<file path="src/design/uist_pkg.sv">
`timescale 1ns / 1ps
// ----------------------------------------------------------------------------
// uist_pkg
// Shared types and constants of the unique item set table.
// ----------------------------------------------------------------------------
package uist_pkg;

  localparam int unsigned CapacityDef   = 16;
  localparam int unsigned ValueWidthDef = 32;
  localparam int unsigned FuncWidth     = 2;
  localparam int unsigned ItemWidth     = 32;
  localparam int unsigned CountWidth    = 5;

  typedef enum logic [FuncWidth-1:0] {
    OP_ADD    = 2'd0,
    OP_REMOVE = 2'd1,
    OP_QUERY  = 2'd2,
    OP_CLEAR  = 2'd3
  } uist_op_e;

  typedef struct packed {
    uist_op_e              func;
    logic [ItemWidth-1:0]  item_value;
  } uist_in_t;

  typedef struct packed {
    logic                  success;
    logic [CountWidth-1:0] entry_count;
  } uist_out_t;

  typedef struct packed {
    logic add_en;
    logic remove_en;
  } uist_ctl_t;

endpackage

</file>
<file path="src/design/unique_item_set_table.sv">
`timescale 1ns / 1ps
// ----------------------------------------------------------------------------
// unique_item_set_table
// Fixed-capacity set of distinct values built as a row of compare cells.
// ----------------------------------------------------------------------------
// The result is registered and presented in the cycle after its input is taken.
// Throughput: one item per cycle unless the output stalls; all cells compare in
// parallel; a removal closes the gap by moving cells above the hit down by one.
// Reset clears the entry count and the output valid flag; entry contents are
// not cleared, since only cells below the count are ever compared.
module unique_item_set_table
  import uist_pkg::*;
#(
  parameter int unsigned CAPACITY    = CapacityDef,
  parameter int unsigned VALUE_WIDTH = ValueWidthDef
) (
  input  logic      clk_i,
  input  logic      rst_ni,
  input  logic      in_valid_i,
  output logic      in_ready_o,
  input  uist_in_t  in_item_i,
  output logic      out_valid_o,
  input  logic      out_ready_i,
  output uist_out_t out_item_o
);

  localparam int unsigned CW = $clog2(CAPACITY + 1);

  logic                   accept;
  logic [VALUE_WIDTH-1:0] value;
  logic [CW-1:0]          count_q, count_d;
  logic                   out_valid_q;
  uist_out_t              out_item_q, out_item_d;
  uist_ctl_t              ctl;
  logic                   found;
  logic                   ok;

  logic [VALUE_WIDTH-1:0] entry_w [CAPACITY];
  logic [CAPACITY-1:0]    hit_w;
  logic [CAPACITY:0]      chain_w;

  assign in_ready_o  = !out_valid_q || out_ready_i;
  assign accept      = in_valid_i && in_ready_o;
  assign value       = VALUE_WIDTH'(in_item_i.item_value);
  assign found       = |hit_w;
  assign chain_w[0]  = 1'b0;

  for (genvar i = 0; i < CAPACITY; i++) begin : g_cell
    logic [VALUE_WIDTH-1:0] next_entry;
    if (i == CAPACITY - 1) begin : g_last
      assign next_entry = entry_w[i];
    end else begin : g_mid
      assign next_entry = entry_w[i+1];
    end
    uist_cell #(
      .CAPACITY   (CAPACITY),
      .VALUE_WIDTH(VALUE_WIDTH),
      .IDX        (i)
    ) u_cell (
      .clk_i       (clk_i),
      .ctl_i       (ctl),
      .value_i     (value),
      .count_i     (count_q),
      .hit_chain_i (chain_w[i]),
      .next_entry_i(next_entry),
      .entry_o     (entry_w[i]),
      .hit_o       (hit_w[i]),
      .hit_chain_o (chain_w[i+1])
    );
  end

  always_comb begin
    ctl     = '0;
    count_d = count_q;
    ok      = 1'b0;
    case (in_item_i.func)
      OP_ADD: begin
        ok         = !found && (count_q < CW'(CAPACITY));
        ctl.add_en = accept && ok;
        if (ctl.add_en) begin
          count_d = count_q + CW'(1);
        end
      end
      OP_REMOVE: begin
        ok            = found;
        ctl.remove_en = accept && ok;
        if (ctl.remove_en) begin
          count_d = count_q - CW'(1);
        end
      end
      OP_QUERY: begin
        ok = found;
      end
      default: begin
        ok = 1'b1;
        if (accept) begin
          count_d = '0;
        end
      end
    endcase
  end

  always_comb begin
    out_item_d             = out_item_q;
    out_item_d.success     = ok;
    out_item_d.entry_count = CountWidth'(count_d);
  end

  always_ff @(posedge clk_i or negedge rst_ni) begin
    if (!rst_ni) begin
      count_q     <= '0;
      out_valid_q <= 1'b0;
    end else begin
      count_q <= count_d;
      if (accept) begin
        out_valid_q <= 1'b1;
      end else if (out_ready_i) begin
        out_valid_q <= 1'b0;
      end
    end
  end

  always_ff @(posedge clk_i) begin
    if (accept) begin
      out_item_q <= out_item_d;
    end
  end

  assign out_valid_o = out_valid_q;
  assign out_item_o  = out_item_q;

endmodule

</file>
<file path="src/design/uist_cell.sv">
`timescale 1ns / 1ps
// ----------------------------------------------------------------------------
// uist_cell
// One slot of the set: holds an entry, loads it on add, compares it and shifts on removal.
// ----------------------------------------------------------------------------
module uist_cell
  import uist_pkg::*;
#(
  parameter int unsigned CAPACITY    = CapacityDef,
  parameter int unsigned VALUE_WIDTH = ValueWidthDef,
  parameter int unsigned IDX         = 0,
  localparam int unsigned CW         = $clog2(CAPACITY + 1)
) (
  input  logic                   clk_i,
  input  uist_ctl_t              ctl_i,
  input  logic [VALUE_WIDTH-1:0] value_i,
  input  logic [CW-1:0]          count_i,
  input  logic                   hit_chain_i,
  input  logic [VALUE_WIDTH-1:0] next_entry_i,
  output logic [VALUE_WIDTH-1:0] entry_o,
  output logic                   hit_o,
  output logic                   hit_chain_o
);

  logic [VALUE_WIDTH-1:0] entry_q, entry_d;
  logic                   occupied;

  assign occupied    = count_i > CW'(IDX);
  assign hit_o       = occupied && (entry_q == value_i);
  assign hit_chain_o = hit_chain_i | hit_o;
  assign entry_o     = entry_q;

  always_comb begin
    entry_d = entry_q;
    if (ctl_i.add_en && (count_i == CW'(IDX))) begin
      entry_d = value_i;
    end else if (ctl_i.remove_en && hit_chain_o) begin
      entry_d = next_entry_i;
    end
  end

  always_ff @(posedge clk_i) begin
    entry_q <= entry_d;
  end

endmodule
</file>
<file path="config.mk">
export PLATFORM = sky130hd
export DESIGN_NAME = unique_item_set_table
export DESIGN_NICKNAME = d
export VERILOG_FILES = /design/src/design/uist_pkg.sv /design/src/design/unique_item_set_table.sv /design/src/design/uist_cell.sv
export SDC_FILE = /design/constraint.sdc
export NUM_CORES = 1
export LEC_CHECK = 0
export ABC_AREA = 1
export BUFFER_PORTS_ARGS = -buffer_cell sky130_fd_sc_hd__buf_4
export CAP_MARGIN = 20
export CORE_ASPECT_RATIO = 0.5
export CORE_MARGIN = 2
export CORE_UTILIZATION = 28
export CTS_BUF_LIST = sky130_fd_sc_hd__clkbuf_4 sky130_fd_sc_hd__clkbuf_8
export DETAILED_ROUTE_END_ITERATION = 10
export REMOVE_ABC_BUFFERS = 1
export SLEW_MARGIN = 10
export SYNTH_ARGS = -nofsm -noshare
export SYNTH_HDL_FRONTEND = slang
export SYNTH_SLANG_ARGS = --single-unit
</file>
<file path="constraint.sdc">
create_clock -name clk_i -period 5.7 [get_ports clk_i]
set_clock_uncertainty 0.1 [all_clocks]
set_input_delay 0.285 -clock clk_i [delete_from_list [all_inputs] [get_ports clk_i]]
set_output_delay 0.285 -clock clk_i [all_outputs]
set_load 0.02 [all_outputs]
</file>
==> parameters.txt <==
Parameter                              Value

Drt
  Via-per-instance ratio ... between 4 and 5
  Iteration count of the initial detailed-routing pass ... 6
  Drt first-iter violations ... approximately 2700
  Number of remaining DRC errors ... 0
  Final ANT Viol Nets ... 0
  Routed len/inst ... ~21 um
  Via count ... 23447
  Total wire length after detailed routing ... 99.3 mm

Die
  Count of boundary I/O pins ... 46
  Die Footprint ... 0.110 mm^2
  Placement Rows ... 84
  Die height ... approximately 240 um
  Die width ... about 470 um
  Core region area ... roughly 0.11 mm^2
  Initial core utilization ... 0.284

Yosys
  Cell with the most instances after synthesis ... sky130_fd_sc_hd__nand2_1
  Number of warnings printed during yosys synthesis ... 0
  Register bit count reported by yosys ... roughly 520
  Proportion of netlist area held by the largest area contributor ... 0.520
  Most common flop cell mapped by yosys ... sky130_fd_sc_hd__edfxtp_1
  Post-synthesis cell count ... around 3300
  Share of async-settable or async-resettable flops after synthesis ... 0.0115
  Cell types with the highest counts after synthesis ... sky130_fd_sc_hd__nand2_1, sky130_fd_sc_hd__edfxtp_1, sky130_fd_sc_hd__xnor2_1, sky130_fd_sc_hd__o21ai_1
  Cell types with the largest area share after synthesis ... sky130_fd_sc_hd__edfxtp_1, sky130_fd_sc_hd__nand2_1, sky130_fd_sc_hd__xnor2_1, sky130_fd_sc_hd__o21ai_1, sky130_fd_sc_hd__o21ai_0
  Count of different cell masters after synthesis ... 40
  Synthesized cell area ... approximately 0.03 mm^2
  Count of flip-flops with a built-in enable after synthesis ... 518
  Sequential element share of the synthesized area ... 0.525
  Largest area contributor in the synthesized netlist ... sky130_fd_sc_hd__edfxtp_1
  Mean cell area of the mapped netlist ... just over 9 um^2

Place
  Total of buffers placed on input and output ports ... 45
  Cell Area, Placed ... around 0.031 mm^2
  Final estimated routing congestion in global placement ... 0.961
  Dpl hpwl ... between 60 and 70 mm

Timing
  Setup-failing EPs final ... 0
  Final hold violation count ... 0
  Maximum operating frequency ... about 190 MHz
  Slew of the pin with the lowest slew margin ... between 1000 and 1500 ps
  Crit path time final ... ~5200 ps
  Slew Viols, Final ... 0
  Period utilization ... 0.915
  Relative max-transition margin ... 0.263
  Sum of negative setup slack ... 0 ps
  Setup repair after global routing missed its margin ... no

Worst setup path
  Capturing element type of the critical path ... register
  Max Fanout on Critical Path ... 31
  Critical path required time ... about 6000 ps
  Worst Path Arrival ... 5470 ps
  CP Class ... reg2reg
  Critical Path Start Type ... register

Clock network
  H-tree levels ... 3
  CTS sink count ... 524
  Root buffer cell ... sky130_fd_sc_hd__clkbuf_8
  Source-to-sink clock delay at the later pin of the worst-skew pair ... between 600 and 700 ps
  Num CTS Buffers ... 90
  Clock Tree Buf Depth ... 3
  Resize count post-CTS ... 0
  CTS tree ... built
  Post-CTS setup repair buffer count ... 0
  Clock-pin slew on the worst setup and hold paths ... ~60 ps

Power and ir drop
  Power Total ... around 8.4 mW
  Cell leakage power ... roughly 13 nW
  Ratio of total power to cell area ... between 200 and 300 mW/mm^2
  VDD IR max ... ~0.13 mV

Final layout
  Layout Area Growth over Synthesis ... 10.6%
  Layout cell share with drive strength beyond 1 ... 0.100
  Final-stage net count ... around 3300
  Final cell area excluding filler cells ... ~0.033 mm^2
  Filler cell count ... around 11000
  Final core area utilization ... 0.314

Global routing
  Number of global-route vias before repair ... around 23000
  GRT overflow ... 0
  GR Util All Layers ... 0.176
  Met2 Resource Use GR ... 0.297
  Global-route wire length before repair ... approximately 150 mm
  Busiest layer in global routing ... met2
  Antenna violations before repair ... 1
  Met1 Usage GRT ... 0.223
  Maximum number of pins on one net before global-route repair ... 66
  Met3 track utilization from global routing ... 0.0211

Job
  Number of max-cap violations ... 0

Worst hold path
  Worst min-delay path category ... in2reg

Outcome
  Run status ... finished clean
-- layout by cell type, fill, tap and decap left out, drive strengths merged --
cell type and n:
nor2b 1, bufinv 2, nor3 13, nand3b 4, or2 27, nand4 30, clkinv 24, a31oi 2
o211ai 2, clkbuf 128, o221ai 1, nor2 256, edfxtp 518, nand2b 1, a21oi 14, o22ai 12
dfrtp 6, inv 170, buf 102, o31ai 1, xnor2 279, nand3 74, nand2 1033, ha 10
and2 1, xor2 68, dlygate4sd3 33, clkinvlp 2, o21ai 544, diode 1
-- logic make-up after synthesis --
kind of cell | count (synthesis) | share of synthesized area
AO/OA/AOI/OAI | 576 | 0.102
XOR/XNOR | 347 | 0.102
adder cells (fa/ha/maj) | 10 | 0.00418
buffers and inverters | 399 | 0.0753
flip-flops | 524 | 0.525
AND/OR/NAND/NOR | 1440 | 0.192
-- per-stage QoR --
stage / setup WS [ps] / hold slack [ps] / instances
6_report: 487 / 44.5 / 4778
5_1_grt: 387 / 62.9 / 4778
3_5_place_dp: 701 / 1.67 / 4588
3_3_place_gp: 741 / -0.139 / 4587
4_1_cts: 699 / 5.06 / 4776
2_1_floorplan: 308 / -111 / 3068
-- worst paths after layout --
path | depth (start not counted) | start | slack, ps | to
setup / recovery | 17 | count_q[1]$_DFF_PN0_ | 490 | g_cell[1].u_cell.entry_o[27]$_DFFE_PP_
hold / removal | 5 | in_item_i[33] | 40 | out_item_o[5]$_DFFE_PP_
setup reg to reg | 17 | count_q[1]$_DFF_PN0_ | 490 | g_cell[1].u_cell.entry_o[27]$_DFFE_PP_
hold reg to reg | 2 | g_cell[9].u_cell.entry_o[21]$_DFFE_PP_ | 460 | g_cell[8].u_cell.entry_o[21]$_DFFE_PP_
max in group asynchronous | 3 | rst_ni | 4810 | count_q[0]$_DFF_PN0_
min in group asynchronous | 3 | rst_ni | 460 | count_q[3]$_DFF_PN0_
-- timing repair --
| item | 4_1_cts | 5_1_grt |
|---|---|---|
| hold buffers | 33 | 0 |
| setup endpoints to repair | 0 | 0 |
| endpoints found under the hold margin | 36 | 0 |
-- flip-flops by register name, summed over array words and instances, names as in the netlist --
| register | count |
|---|---|
| g_cell.u_cell.entry_o | 512 |
| out_valid_o | 1 |
| count_q | 5 |
| out_item_o | 6 |
-- layout make-up --
type                    instances  area [um^2]  area share
diodes                          1         2.50   0.0000756
clock buffers                 128         1550      0.0468
clock inverters                27          169     0.00510
inverters                     171          642      0.0194
multi-input cells            2373        12000       0.364
flip-flops and latches        524        15700       0.475
well taps                    1419         1780      0.0537
repair buffers                135         1200      0.0364
-- power by group --
group / switching, mW / internal (mW)
Combinational: 0.546 / 0.220
Sequential: 0.0336 / 4.21
Clock: 1.60 / 1.82
-- metal layers --
layer  share of wire  vias to the layer above
met1            0.40                    11244
met3           0.073                      245
met5               0                        -
met4           0.051                        0
met2            0.47                     1087
li1                -                    10871
-- worst max-delay path, stage by stage (launching register included) --
cell                      delay, ps
sky130_fd_sc_hd__dfrtp_1        530
sky130_fd_sc_hd__inv_1          230
sky130_fd_sc_hd__ha_1           170
sky130_fd_sc_hd__nand2_1        140
sky130_fd_sc_hd__nor3_1         760
sky130_fd_sc_hd__nor2_1         110
sky130_fd_sc_hd__nand2_1        110
sky130_fd_sc_hd__nor2_1          50
sky130_fd_sc_hd__nand3_1         70
sky130_fd_sc_hd__nand2_1         70
sky130_fd_sc_hd__nor2_2         250
sky130_fd_sc_hd__nand2_2        190
sky130_fd_sc_hd__nor2_4         240
sky130_fd_sc_hd__nand4_4        190
sky130_fd_sc_hd__inv_2          400
sky130_fd_sc_hd__nand2_2        540
sky130_fd_sc_hd__o21ai_4        430
sky130_fd_sc_hd__buf_12         260
Note: power is estimated with default switching activity, not from simulation.
